## src/rtl/core/olc_pkg.sv

```systemverilog
package olc_pkg;

	// Default number of entries the list storage holds.
	localparam int DEPTH_DEF = 16;

	// Field widths of the channels and the capacity register.
	localparam int MODE_W = 3;
	localparam int POS_W  = 4;
	localparam int WORD_W = 32;
	localparam int CNT_W  = 5;
	localparam int ORD_W  = 2;
	localparam int CAP_W  = 5;

	localparam logic [CAP_W-1:0] CAP_RESET = 5'd16;

	// Operation codes carried in the mode field.
	localparam logic [MODE_W-1:0] MODE_APPEND      = 3'd0;
	localparam logic [MODE_W-1:0] MODE_INSERT      = 3'd1;
	localparam logic [MODE_W-1:0] MODE_REMOVE_LAST = 3'd2;
	localparam logic [MODE_W-1:0] MODE_REMOVE_AT   = 3'd3;
	localparam logic [MODE_W-1:0] MODE_READ        = 3'd4;

	// Order class codes.
	localparam logic [ORD_W-1:0] ORD_NONE = 2'd0;
	localparam logic [ORD_W-1:0] ORD_ASC  = 2'd1;
	localparam logic [ORD_W-1:0] ORD_DESC = 2'd2;

	// Commands from the controller to the datapath.
	typedef struct packed {
		logic load;         // capture the accepted item
		logic exec;         // apply the operation to the list
		logic compare;      // register the neighbor comparisons
		logic result_load;  // fill the output register
	} olc_cmd_t;

endpackage

```

## src/rtl/core/olc_in_if.sv

```systemverilog
interface olc_in_if;
	logic                                  valid;
	logic                                  ready;
	logic [olc_pkg::MODE_W-1:0]            mode;
	logic [olc_pkg::POS_W-1:0]             position;
	logic signed [olc_pkg::WORD_W-1:0]     data_word;

	modport source(output valid, mode, position, data_word, input ready);
	modport sink(input valid, mode, position, data_word, output ready);
endinterface

```

## src/rtl/core/olc_out_if.sv

```systemverilog
interface olc_out_if;
	logic                                  valid;
	logic                                  ready;
	logic                                  ok;
	logic signed [olc_pkg::WORD_W-1:0]     read_word;
	logic [olc_pkg::CNT_W-1:0]             entry_count;
	logic [olc_pkg::ORD_W-1:0]             order_class;

	modport source(output valid, ok, read_word, entry_count, order_class, input ready);
	modport sink(input valid, ok, read_word, entry_count, order_class, output ready);
endinterface

```

## src/rtl/core/olc_ctrl.sv

```systemverilog
module olc_ctrl (
	input  logic              clk,
	input  logic              arst_n,
	input  logic              in_valid,
	output logic              in_ready,
	output logic              out_valid,
	input  logic              out_ready,
	output olc_pkg::olc_cmd_t cmd
);

	typedef enum logic [3:0] {
		S_IDLE = 4'b0001,
		S_EXEC = 4'b0010,
		S_CMP  = 4'b0100,
		S_DONE = 4'b1000
	} state_t;

	state_t state_q, state_d;
	logic   out_valid_q;
	logic   out_free;

	assign in_ready  = (state_q == S_IDLE);
	assign out_valid = out_valid_q;
	assign out_free  = !out_valid_q || out_ready;

	always_comb begin
		cmd             = '0;
		cmd.load        = in_valid && (state_q == S_IDLE);
		cmd.exec        = (state_q == S_EXEC);
		cmd.compare     = (state_q == S_CMP);
		cmd.result_load = (state_q == S_DONE) && out_free;
	end

	always_comb begin
		state_d = state_q;
		unique case (state_q)
			S_IDLE: begin
				if (in_valid) state_d = S_EXEC;
			end
			S_EXEC: state_d = S_CMP;
			S_CMP:  state_d = S_DONE;
			S_DONE: begin
				if (out_free) state_d = S_IDLE;
			end
			default: state_d = S_IDLE;
		endcase
	end

	always_ff @(posedge clk or negedge arst_n) begin
		if (!arst_n) begin
			state_q     <= S_IDLE;
			out_valid_q <= 1'b0;
		end else begin
			state_q <= state_d;
			if (cmd.result_load) begin
				out_valid_q <= 1'b1;
			end else if (out_ready) begin
				out_valid_q <= 1'b0;
			end
		end
	end

endmodule

```

## src/rtl/core/olc_dpath.sv

```systemverilog
module olc_dpath #(
	parameter int DEPTH = olc_pkg::DEPTH_DEF
) (
	input  logic                               clk,
	input  logic                               arst_n,
	input  olc_pkg::olc_cmd_t                  cmd,
	input  logic                               cfg_we,
	input  logic [olc_pkg::CAP_W-1:0]          cfg_wdata,
	input  logic [olc_pkg::MODE_W-1:0]         in_mode,
	input  logic [olc_pkg::POS_W-1:0]          in_position,
	input  logic signed [olc_pkg::WORD_W-1:0]  in_data,
	output logic                               out_ok,
	output logic signed [olc_pkg::WORD_W-1:0]  out_read_word,
	output logic [olc_pkg::CNT_W-1:0]          out_entry_count,
	output logic [olc_pkg::ORD_W-1:0]          out_order_class
);

	localparam int CW = $clog2(DEPTH + 1);
	localparam int AW = $clog2(DEPTH);
	localparam int XW = (CW > olc_pkg::CAP_W) ? CW : olc_pkg::CAP_W;

	// Captured item.
	logic [olc_pkg::MODE_W-1:0]        mode_q;
	logic [olc_pkg::POS_W-1:0]         pos_q;
	logic signed [olc_pkg::WORD_W-1:0] data_q;

	// List state and capacity register.
	logic signed [olc_pkg::WORD_W-1:0] entries_q [DEPTH];
	logic signed [olc_pkg::WORD_W-1:0] ent_d     [DEPTH];
	logic [CW-1:0]                     count_q;
	logic [olc_pkg::CAP_W-1:0]         cap_q;

	// Step results and neighbor comparison flags.
	logic                              ok_q;
	logic signed [olc_pkg::WORD_W-1:0] rd_q;
	logic [DEPTH-2:0]                  up_d, dn_d, up_q, dn_q, pair_mask;

	// Output register.
	logic                              out_ok_q;
	logic signed [olc_pkg::WORD_W-1:0] out_rd_q;
	logic [olc_pkg::CNT_W-1:0]         out_cnt_q;
	logic [olc_pkg::ORD_W-1:0]         out_ord_q;

	logic [XW-1:0]                     count_x, pos_x, cap_x;
	logic                              room, ok_c, grow, shrink, gives_word;
	logic [AW-1:0]                     raddr;
	logic signed [olc_pkg::WORD_W-1:0] rd_c;
	logic                              all_up, all_dn;

	assign count_x = XW'(count_q);
	assign pos_x   = XW'(pos_q);
	assign cap_x   = XW'(cap_q);
	assign room    = (count_x < cap_x) && (count_q < CW'(DEPTH));

	always_comb begin
		ok_c       = 1'b0;
		grow       = 1'b0;
		shrink     = 1'b0;
		gives_word = 1'b0;
		unique case (mode_q)
			olc_pkg::MODE_APPEND: begin
				ok_c = room;
				grow = room;
			end
			olc_pkg::MODE_INSERT: begin
				ok_c = room && (pos_x <= count_x);
				grow = ok_c;
			end
			olc_pkg::MODE_REMOVE_LAST: begin
				ok_c       = (count_q != '0);
				shrink     = ok_c;
				gives_word = ok_c;
			end
			olc_pkg::MODE_REMOVE_AT: begin
				ok_c       = (pos_x < count_x);
				shrink     = ok_c;
				gives_word = ok_c;
			end
			olc_pkg::MODE_READ: begin
				ok_c       = (pos_x < count_x);
				gives_word = ok_c;
			end
			default: ok_c = 1'b0;
		endcase
	end

	// Removing the last entry reads the top of the list, everything else reads at the position.
	assign raddr = (mode_q == olc_pkg::MODE_REMOVE_LAST) ? AW'(count_q - 1'b1) : AW'(pos_x);
	assign rd_c  = gives_word ? entries_q[raddr] : '0;

	// Each entry takes the new word, its lower or upper neighbor, or holds.
	for (genvar i = 0; i < DEPTH; i++) begin : g_ent
		localparam logic [XW-1:0] IDX = XW'(i);
		logic signed [olc_pkg::WORD_W-1:0] prev_w, next_w;
		if (i > 0) begin : g_prev
			assign prev_w = entries_q[i-1];
		end else begin : g_prev0
			assign prev_w = data_q;
		end
		if (i < DEPTH - 1) begin : g_next
			assign next_w = entries_q[i+1];
		end else begin : g_next0
			assign next_w = data_q;
		end
		assign ent_d[i] =
			(mode_q == olc_pkg::MODE_APPEND && IDX == count_x) ? data_q :
			(mode_q == olc_pkg::MODE_INSERT && IDX == pos_x)   ? data_q :
			(mode_q == olc_pkg::MODE_INSERT && IDX > pos_x && IDX <= count_x) ? prev_w :
			(mode_q == olc_pkg::MODE_REMOVE_AT && IDX >= pos_x
				&& (IDX + 1'b1) < count_x) ? next_w :
			entries_q[i];
	end

	// Neighbor pair i sits between entries i and i+1 and counts only inside the list.
	for (genvar i = 0; i < DEPTH - 1; i++) begin : g_pair
		localparam logic [XW-1:0] HI = XW'(i + 1);
		assign up_d[i]      = entries_q[i] < entries_q[i+1];
		assign dn_d[i]      = entries_q[i+1] < entries_q[i];
		assign pair_mask[i] = HI < count_x;
	end

	assign all_up = &(up_q | ~pair_mask);
	assign all_dn = &(dn_q | ~pair_mask);

	always_ff @(posedge clk or negedge arst_n) begin
		if (!arst_n) begin
			count_q <= '0;
			cap_q   <= olc_pkg::CAP_RESET;
		end else begin
			if (cfg_we) cap_q <= cfg_wdata;
			if (cmd.exec) begin
				if (grow) begin
					count_q <= count_q + 1'b1;
				end else if (shrink) begin
					count_q <= count_q - 1'b1;
				end
			end
		end
	end

	always_ff @(posedge clk) begin
		if (cmd.load) begin
			mode_q <= in_mode;
			pos_q  <= in_position;
			data_q <= in_data;
		end
		if (cmd.exec) begin
			ok_q <= ok_c;
			rd_q <= rd_c;
			if (ok_c) entries_q <= ent_d;
		end
		if (cmd.compare) begin
			up_q <= up_d;
			dn_q <= dn_d;
		end
		if (cmd.result_load) begin
			out_ok_q  <= ok_q;
			out_rd_q  <= rd_q;
			out_cnt_q <= olc_pkg::CNT_W'(count_q);
			out_ord_q <= all_up ? olc_pkg::ORD_ASC :
				all_dn ? olc_pkg::ORD_DESC : olc_pkg::ORD_NONE;
		end
	end

	assign out_ok          = out_ok_q;
	assign out_read_word   = out_rd_q;
	assign out_entry_count = out_cnt_q;
	assign out_order_class = out_ord_q;

endmodule

```

## src/rtl/core/ordered_list_with_order_check_core.sv

```systemverilog
// Ordered list with order check: a list of up to DEPTH signed 32-bit words.
// Each item on in_ch names one operation: append, insert at a position,
// remove the last entry, remove at a position, or read at a position. Each
// item yields exactly one result item on out_ch with ok, the word read or
// removed (zero otherwise), the entry count and the order class of the list
// after the step (strictly ascending, strictly descending or unordered).
// The capacity register is written through cfg_we and cfg_wdata; the user
// must write it only while the block is idle, which the block itself does
// not enforce. The capacity in effect is the smaller of it and DEPTH.
// Results come from the output register. The controller walks one item
// through capture, execute, compare and result stages and takes no new item
// until the last one has left the result stage.
// The next item is accepted while a result still sits in the output
// register; if the receiver stalls, the following result waits in the
// datapath until the output register is free, and in_ch stops accepting.
// Reset empties the list and sets the capacity register to 16; entries that
// were never written hold no defined value but are never read.
module ordered_list_with_order_check_core #(
	parameter int DEPTH = olc_pkg::DEPTH_DEF
) (
	input  logic                      clk,
	input  logic                      arst_n,
	input  logic                      cfg_we,
	input  logic [olc_pkg::CAP_W-1:0] cfg_wdata,
	olc_in_if.sink                    in_ch,
	olc_out_if.source                 out_ch
);

	// Command bundle from the controller to the datapath.
	olc_pkg::olc_cmd_t cmd;

	// The controller sequences each item and owns both handshakes.
	olc_ctrl u_ctrl (
		.clk       (clk),
		.arst_n    (arst_n),
		.in_valid  (in_ch.valid),
		.in_ready  (in_ch.ready),
		.out_valid (out_ch.valid),
		.out_ready (out_ch.ready),
		.cmd       (cmd)
	);

	// The datapath holds the list, the capacity register and the output register.
	olc_dpath #(
		.DEPTH (DEPTH)
	) u_dpath (
		.clk             (clk),
		.arst_n          (arst_n),
		.cmd             (cmd),
		.cfg_we          (cfg_we),
		.cfg_wdata       (cfg_wdata),
		.in_mode         (in_ch.mode),
		.in_position     (in_ch.position),
		.in_data         (in_ch.data_word),
		.out_ok          (out_ch.ok),
		.out_read_word   (out_ch.read_word),
		.out_entry_count (out_ch.entry_count),
		.out_order_class (out_ch.order_class)
	);

	// Only one item is in flight, so an accept always drops ready for the next cycle.
	a_one_in_flight: assert property (@(posedge clk) disable iff (!arst_n)
		in_ch.valid && in_ch.ready |=> !in_ch.ready)
		else $error("input accepted while an item is still being processed");

	// A refused operation never returns a word.
	a_refused_zero: assert property (@(posedge clk) disable iff (!arst_n)
		out_ch.valid && !out_ch.ok |-> out_ch.read_word == '0)
		else $error("refused operation returned a nonzero word");

	// An empty list always reports ascending order.
	a_empty_asc: assert property (@(posedge clk) disable iff (!arst_n)
		out_ch.valid && out_ch.entry_count == '0 |-> out_ch.order_class == olc_pkg::ORD_ASC)
		else $error("empty list reported an order other than ascending");

	// A new result appears only after the controller has been through its result stage.
	a_result_after_item: assert property (@(posedge clk) disable iff (!arst_n)
		$rose(out_ch.valid) |-> $past(!in_ch.ready))
		else $error("result appeared without an item in progress");

endmodule

```

## src/flat_wrapper.sv

```systemverilog
// flat-port wrapper written by rule: the top's interface ports become plain ports
module ordered_list_with_order_check_core_flat 
#(
	parameter int DEPTH = olc_pkg::DEPTH_DEF
)
  (clk, arst_n, cfg_we, cfg_wdata, in_ch_valid, in_ch_mode, in_ch_position, in_ch_data_word, in_ch_ready, out_ch_valid, out_ch_ok, out_ch_read_word, out_ch_entry_count, out_ch_order_class, out_ch_ready);
  olc_in_if in_ch_i ();
  olc_out_if out_ch_i ();
  input  logic clk;
  input  logic arst_n;
  input  logic cfg_we;
  input  logic [olc_pkg::CAP_W-1:0] cfg_wdata;
  input wire logic [$bits(in_ch_i.valid)-1:0] in_ch_valid;
  input wire logic [$bits(in_ch_i.mode)-1:0] in_ch_mode;
  input wire logic [$bits(in_ch_i.position)-1:0] in_ch_position;
  input wire logic [$bits(in_ch_i.data_word)-1:0] in_ch_data_word;
  output wire logic [$bits(in_ch_i.ready)-1:0] in_ch_ready;
  output wire logic [$bits(out_ch_i.valid)-1:0] out_ch_valid;
  output wire logic [$bits(out_ch_i.ok)-1:0] out_ch_ok;
  output wire logic [$bits(out_ch_i.read_word)-1:0] out_ch_read_word;
  output wire logic [$bits(out_ch_i.entry_count)-1:0] out_ch_entry_count;
  output wire logic [$bits(out_ch_i.order_class)-1:0] out_ch_order_class;
  input wire logic [$bits(out_ch_i.ready)-1:0] out_ch_ready;
  assign in_ch_i.valid = in_ch_valid;
  assign in_ch_i.mode = in_ch_mode;
  assign in_ch_i.position = in_ch_position;
  assign in_ch_i.data_word = in_ch_data_word;
  assign in_ch_ready = in_ch_i.ready;
  assign out_ch_valid = out_ch_i.valid;
  assign out_ch_ok = out_ch_i.ok;
  assign out_ch_read_word = out_ch_i.read_word;
  assign out_ch_entry_count = out_ch_i.entry_count;
  assign out_ch_order_class = out_ch_i.order_class;
  assign out_ch_i.ready = out_ch_ready;
  ordered_list_with_order_check_core #(.DEPTH(DEPTH)) u_core (.clk(clk), .arst_n(arst_n), .cfg_we(cfg_we), .cfg_wdata(cfg_wdata), .in_ch(in_ch_i), .out_ch(out_ch_i));
endmodule
```

## config.mk

```make
export PLATFORM = sky130hd
export DESIGN_NAME = ordered_list_with_order_check_core_flat
export DESIGN_NICKNAME = d
export VERILOG_FILES = /design/src/rtl/core/olc_pkg.sv /design/src/rtl/core/olc_in_if.sv /design/src/rtl/core/olc_out_if.sv /design/src/rtl/core/olc_ctrl.sv /design/src/rtl/core/olc_dpath.sv /design/src/rtl/core/ordered_list_with_order_check_core.sv /design/src/flat_wrapper.sv
export SDC_FILE = /design/constraint.sdc
export NUM_CORES = 2
export LEC_CHECK = 0
export BUFFER_PORTS_ARGS = -buffer_cell sky130_fd_sc_hd__buf_2
export CAP_MARGIN = 20
export CORE_AREA = 2 2 354 356
export CTS_CLUSTER_DIAMETER = 40
export DETAILED_ROUTE_END_ITERATION = 6
export DIE_AREA = 0 0 356 358
export RECOVER_POWER = 50
export SETUP_SLACK_MARGIN = 0.5
export SLEW_MARGIN = 10
export SYNTH_ARGS = -nofsm -noshare
export SYNTH_HDL_FRONTEND = slang
export SYNTH_SLANG_ARGS = --single-unit
```

## constraint.sdc

```tcl
create_clock -name clk -period 6.7 [get_ports clk]
set_input_delay 1.005 -clock clk [delete_from_list [all_inputs] [get_ports clk]]
set_output_delay 1.005 -clock clk [all_outputs]
set_load 0.02 [all_outputs]
```

* Yosys cells after proc, flatten, opt, wreduce, memory -nomap -nowiden
Index checks and enable logic that the tools add are counted.
Word-level totals: word-level logic and storage cells 401, output and inout port bits 42, bits of input ports 49, flip-flop bits (word level) 669
Cells by class: equality and inequality tests 40, mux-type cells 80, bitwise operators 4, magnitude comparators 99, reduce and logical (&&, ||, !) cells 145, add/subtract/negate cells 2
Operators with widths (count):
- 32-bit two-way mux | 66
- 32-bit < comparator | 30
- 32-bit binary-select mux with 4-bit select | 1
- 1-bit logical AND | 100
- 4-bit nonzero test | 16
- 3-bit AND reduction | 16
- 4-bit by 5-bit == test with 1-bit output, first input constant | 8
- 4-bit by 5-bit <= comparator with 1-bit output, first input constant | 8
- 4-bit by 5-bit < comparator with 1-bit output, first input constant | 8
- 4-bit == test, first input constant | 8
- 4-bit greater-or-equal comparator, first input constant | 8
- 4-bit greater-than comparator, first input constant | 8
- 15-bit OR | 2
- 15-bit AND reduction | 2
- 3-bit by 5-bit == test with 1-bit output, first input constant | 4
- 3-bit by 5-bit <= comparator with 1-bit output, first input constant | 4
- 3-bit by 5-bit < comparator with 1-bit output, first input constant | 4
- 3-bit by 4-bit == test with 1-bit output, first input constant | 4
- 3-bit by 4-bit greater-or-equal comparator with 1-bit output, first input constant | 4
- 3-bit by 4-bit greater-than comparator with 1-bit output, first input constant | 4
- 4-bit case mux with 4 select lines | 1
- 15-bit NOT | 1
- 4-bit two-way mux | 3
- 2-bit by 5-bit == test with 1-bit output, first input constant | 2
- other kinds (41) | 58

* Longest topological paths before layout
depth in word-level cells 7, depth in mapped cells 12, mapped depth without buffers 8

* Cells and area by module
Synthesis repeated with hierarchy kept, for this count alone.
Unflattened totals: cell total of the unflattened synthesis 4855, area total of the unflattened synthesis 48408.9 µm²
By module, submodules not included:
- olc_dpath | sequential area each 19890.3 µm², cells each 4830, area each 48141.2 µm², instances 1
- olc_ctrl | sequential area each 126.4 µm², cells each 25, area each 267.8 µm², instances 1

* Least setup slack after synthesis
OpenSTA, ideal clock, no wires.
kind register to register, start reg u_core.u_dpath.count_q[1], end reg u_core.u_dpath.entries_q (netlist bit u_core.u_dpath.g_ent[6].next_w[0]) (enable), cell stages (with the launch flop) 12, buffers on the path 3, setup time 0.432 ns, required time 6.268 ns, data arrival time 4.403 ns, slack 1.865 ns, cell sequence dfrtp_1 clkbuf_1 inv_1 ha_1 clkbuf_1 nor3_1 a21oi_1 or4_1 a211oi_2 o21ai_1 buf_2 a21oi_1
Between the ends: cells in the longest elaborated chain, start to end 5
RTL lines:
- start, declared | line olc_dpath.sv:30 | logic [CW-1:0] count_q;
- start signal, assigned | line olc_dpath.sv:133 | count_q <= count_q + 1'b1;
- start signal, assigned | line olc_dpath.sv:135 | count_q <= count_q - 1'b1;
- 5-bit < comparator | line olc_dpath.sv:53 | assign room = (count_x < cap_x) && (count_q < CW'(DEPTH));
- 1-bit logical AND | line olc_dpath.sv:53
- 1-bit logical AND | line olc_dpath.sv:66 | ok_c = room && (pos_x <= count_x);
- 1-bit case mux with 4 select lines | line olc_dpath.sv:60 | unique case (mode_q)
- 3-bit AND reduction (no source line) (*)
- end signal, assigned | line olc_dpath.sv:150 | if (ok_c) entries_q <= ent_d;
- end, declared | line olc_dpath.sv:28 | logic signed [olc_pkg::WORD_W-1:0] entries_q [DEPTH];
Every way passes the cells marked *; elsewhere a longest branch is shown, timed or not. A chain may end at the register's enable or synchronous reset.

* Worst setup path in the final report
start reg u_core.u_dpath.count_q[2], end reg u_core.u_dpath.entries_q (netlist bit u_core.u_dpath.g_ent[14].next_w[24]) (enable)
The elaborated chain is that of the path after synthesis.

==> metrics.md <==
| Metric | Value |
|---|---|
| FF-to-FF Start | `u_core.u_dpath.count_q[2]` |
| PwrDens | `about 270 nW/um2` |
| Pre-CTS setup slack | `roughly 2.2 ns` |
| Yosys top cell area share | `approximately two fifths` |
| Io pins | `91` |
| Cell area after layout | `55700 um2` |
| Clock skew | `around 0.037 ns` |
| Delay-heaviest family, CP | `buffers and inverters` |
| Largest net degree at the start of global routing | `roughly 130` |
| Asr flop ratio synth | `about 2.2%` |
| Drt drc | `0` |
| Clock transition at path regs | `0.06 ns` |
| Fin cells | `slightly below 7000` |
| Fmax | `between 150 and 200 MHz` |
| Failing checks | `max-capacitance violations, max-slew violations` |
| Fin. max-slew vios | `463` |
| Maximum fanout along the worst path | `24` |
| Storage cell area | `about 20000 um2` |
| Post-synth EDFFs | `approximately 650` |
| Worst-Skew Late Latency | `approximately 0.76 ns` |
| H-Tree Depth | `4` |
| Post-route ant nets | `0` |
| Peak supply drop | `roughly 0.34 mV` |
| Nature of the critical path endpoint | `flip-flop` |
| Vias in the first global route | `about 37000` |
| Clock tree buffer depth | `3` |
| Die height | `~360 um` |
| Top post-synthesis cells by area | `edfxtp_1 (40%), mux2i_1 (15%), ha_1 (13%)` |
| Slew @ Worst Pin | `3.61 ns` |
| First-pass GRT wire length | `226000 um` |
| TNS Setup | `0 ns` |
| CP max-delay cell | `clkbuf_1` |
| Flop2flop setup slack | `~1.3 ns` |
| Initial Util | `39.9%` |
| Layout cells sized above 1 | `6.71%` |
| Post-CTS sizing | `0` |
| Routability Congestion | `between 0.9 and 1` |
| Reg2reg path depth | `11` |
| Initial DRC Count | `~3500` |
| Synth Net Count | `~5700` |
| Overall Power | `15.0 mW` |
| Dominant cell type by area after synthesis | `edfxtp_1` |
| Nets@finish | `5608` |
| Synth Instances | `between 5000 and 6000` |
| Detailed Routing Iterations Pass 1 | `6` |
| Mapped Area | `approximately 50000 um2` |
| #FFs+latches synth | `approximately 670` |
| Hold crit path type | `in -> async` |
| Worst Setup Start Kind | `flip-flop` |
| Crit path buf inv count | `4` |
| Core area | `~120000 um2` |
| Via count | `between 30000 and 40000` |
| # port buffers | `90` |
| # fillers | `about 12000` |
| Hold_buf cts | `0` |
| Crit path arrival time | `roughly 5.8 ns` |
| Crit Path Class | `reg -> reg` |
| Final Core Density | `a little under half` |
| Worst path required time | `just over 7 ns` |
| CTS tree | `done` |
| Root Buffer | `clkbuf_16` |
| Max Cap Viol | `12` |
| Placed cell count | `roughly 6600` |
| Crit-path cells | `clkbuf_1 > clkinv_1 > ha_1 > nand3b_1 > o21bai_1 > a21oi_1 > a211oi_1 > o21ai_4 > buf_4 > a31oi_4 > buf_4` |
| Die footprint | `between 100000 and 150000 um2` |
| Drt via density | `5.58` |
| GRT Total Usage | `between 20% and 30%` |
| WL/cell | `around 22 um` |
| Final Hold Violating Endpoints | `0` |
| Unrepaired setup endpoints after global routing | `false` |
| Final worst-path cycle share | `roughly four fifths` |
| Max-slew headroom | `-141%` |
| Row count | `~130` |
| Leakage power | `about 23 nW` |
| Status | `finished with violations` |
| Setup violators final | `0` |
| Post-route minimum period | `around 5.4 ns` |
| Grt total ovfl | `0` |
| DP HPWL | `around 110000 um` |
| Ys Warns | `0` |
| Setup repair bufs after CTS | `0` |
| Num CTS Buffers | `between 100 and 150` |
| CTS sink count | `around 670` |
| Post-DP Area | `~50000 um2` |
| Initial antenna violation count | `6` |
| Multi-input gate area | `roughly 26000 um2` |
| Wirelength, routed | `~150000 um` |
| Hold_ws | `about 0.37 ns` |
| Number of distinct library cells after synthesis | `73` |
| R2R Path End | `u_core.u_dpath.g_ent[14].next_w[24]` |
| Synth Flop Type | `edfxtp_1` |
| Die span in x | `around 360 um` |
| Syn_area_per_cell | `approximately 9.6 um2` |
| Diodes inserted | `0` |
| Register area share after synthesis | `40.7%` |
| Most frequent CP cell | `buf_4` |
| Setup ws final | `roughly 1.3 ns` |
| Synthesis-to-finish area growth | `13.2%` |
| CP peak stage delay | `~0.93 ns` |
-- cells in the mapped netlist (30+ instances only) --
library cell and instances:
a21oi_1 450, o22ai_1 35, nand3_1 65, inv_1 510
ha_1 493, o21ai_0 470, buf_6 30, buf_2 79
a21o_1 60, nand2_1 541, a221o_1 35, edfxtp_1 654
mux2i_1 751, nand4_1 84, clkbuf_1 202, nor2_1 319
-- metal layers --
metal | vias up | track usage [%] | wire length (um)
li1 | 18400 | - | -
met1 | 18100 | 33.6 | 71400
met2 | 1249 | 34.1 | 63000
met3 | 234 | 5.23 | 11700
met4 | 2 | 8.16 | 4570
met5 | - | 0 | 13
-- where the power goes --
group          total (mW)  switching [mW]  internal [mW]
combinational        2.72            1.73          0.987
sequential           5.25           0.424           4.83
clock                7.02            2.39           4.63
total                15.0            4.55           10.4
-- state kept, by name, summed over array words and instances, names as in the netlist, 15 cells and up --
name                          count
u_core.u_dpath.g_ent.next_w     416
u_core.u_dpath.g_ent.prev_w      96
u_core.u_dpath.data_q            32
u_core.u_dpath.out_read_word     32
u_core.u_dpath.rd_q              32
u_core.u_dpath.dn_q              15
u_core.u_dpath.up_q              15
-- kinds of logic after synthesis --
| group | Yosys count | share of synthesized area [%] |
|---|---|---|
| buffers and inverters | 832 | 7.07 |
| and+or+nand+nor | 1153 | 10.3 |
| adders and majority gates | 494 | 12.6 |
| DFF | 669 | 40.7 |
| xor gates and xnor gates | 16 | 0.285 |
| muxes | 753 | 15.4 |
| AOI/OAI and AO/OA | 1192 | 13.7 |
-- final cells by class --
cell class,instances,area share [%]
multi-input cells,3608,46.7
flip-flops and latches,669,36.0
clock buffers,153,6.38
well taps,1637,3.68
inverters,511,3.45
clock inverters,92,2.04
repair buffers,141,1.75
-- layout by cell type, fill, tap and decap left out, types with 8 or more instances in the layout --
cell type / instances
mux2i_1: 750
edfxtp_1: 654
nand2_1: 541
inv_1: 510
ha_1: 493
o21ai_0: 489
a21oi_1: 445
nor2_1: 310
clkbuf_16: 140
nand4_1: 84
clkbuf_1: 79
nand3_1: 62
a21o_1: 60
buf_2: 37
a221o_1: 35
o22ai_1: 35
nor2b_1: 25
and4_1: 24
buf_4: 24
bufinv_16: 21
nor3_1: 18
clkinv_2: 17
nor4_1: 16
xnor2_1: 16
nand2b_1: 15
clkinv_1: 14
a211o_1: 14
clkinv_4: 14
inv_6: 14
dfrtp_1: 13
and3_1: 12
a31oi_1: 11
a2111o_1: 11
buf_16: 11
clkinvlp_4: 10
a22o_2: 9
nor2_4: 9
a221oi_1: 8
-- worst max-delay path by stage --
stage / from / end / cells past startpoint
floorplan: u_core.u_dpath.count_q[1] / u_core.u_dpath.g_ent[6].next_w[0] / 11
global placement: u_core.u_dpath.count_q[0] / u_core.u_dpath.g_ent[12].next_w[9] / 10
detailed placement: u_core.u_dpath.count_q[0] / u_core.u_dpath.g_ent[14].next_w[24] / 11
CTS: u_core.u_dpath.count_q[0] / u_core.u_dpath.g_ent[14].next_w[24] / 11
global route: u_core.u_dpath.count_q[3] / u_core.u_dpath.g_ent[12].next_w[3] / 7
finish: u_core.u_dpath.count_q[2] / u_core.u_dpath.g_ent[14].next_w[24] / 11
Note: power is estimated with default switching activity, not from simulation.
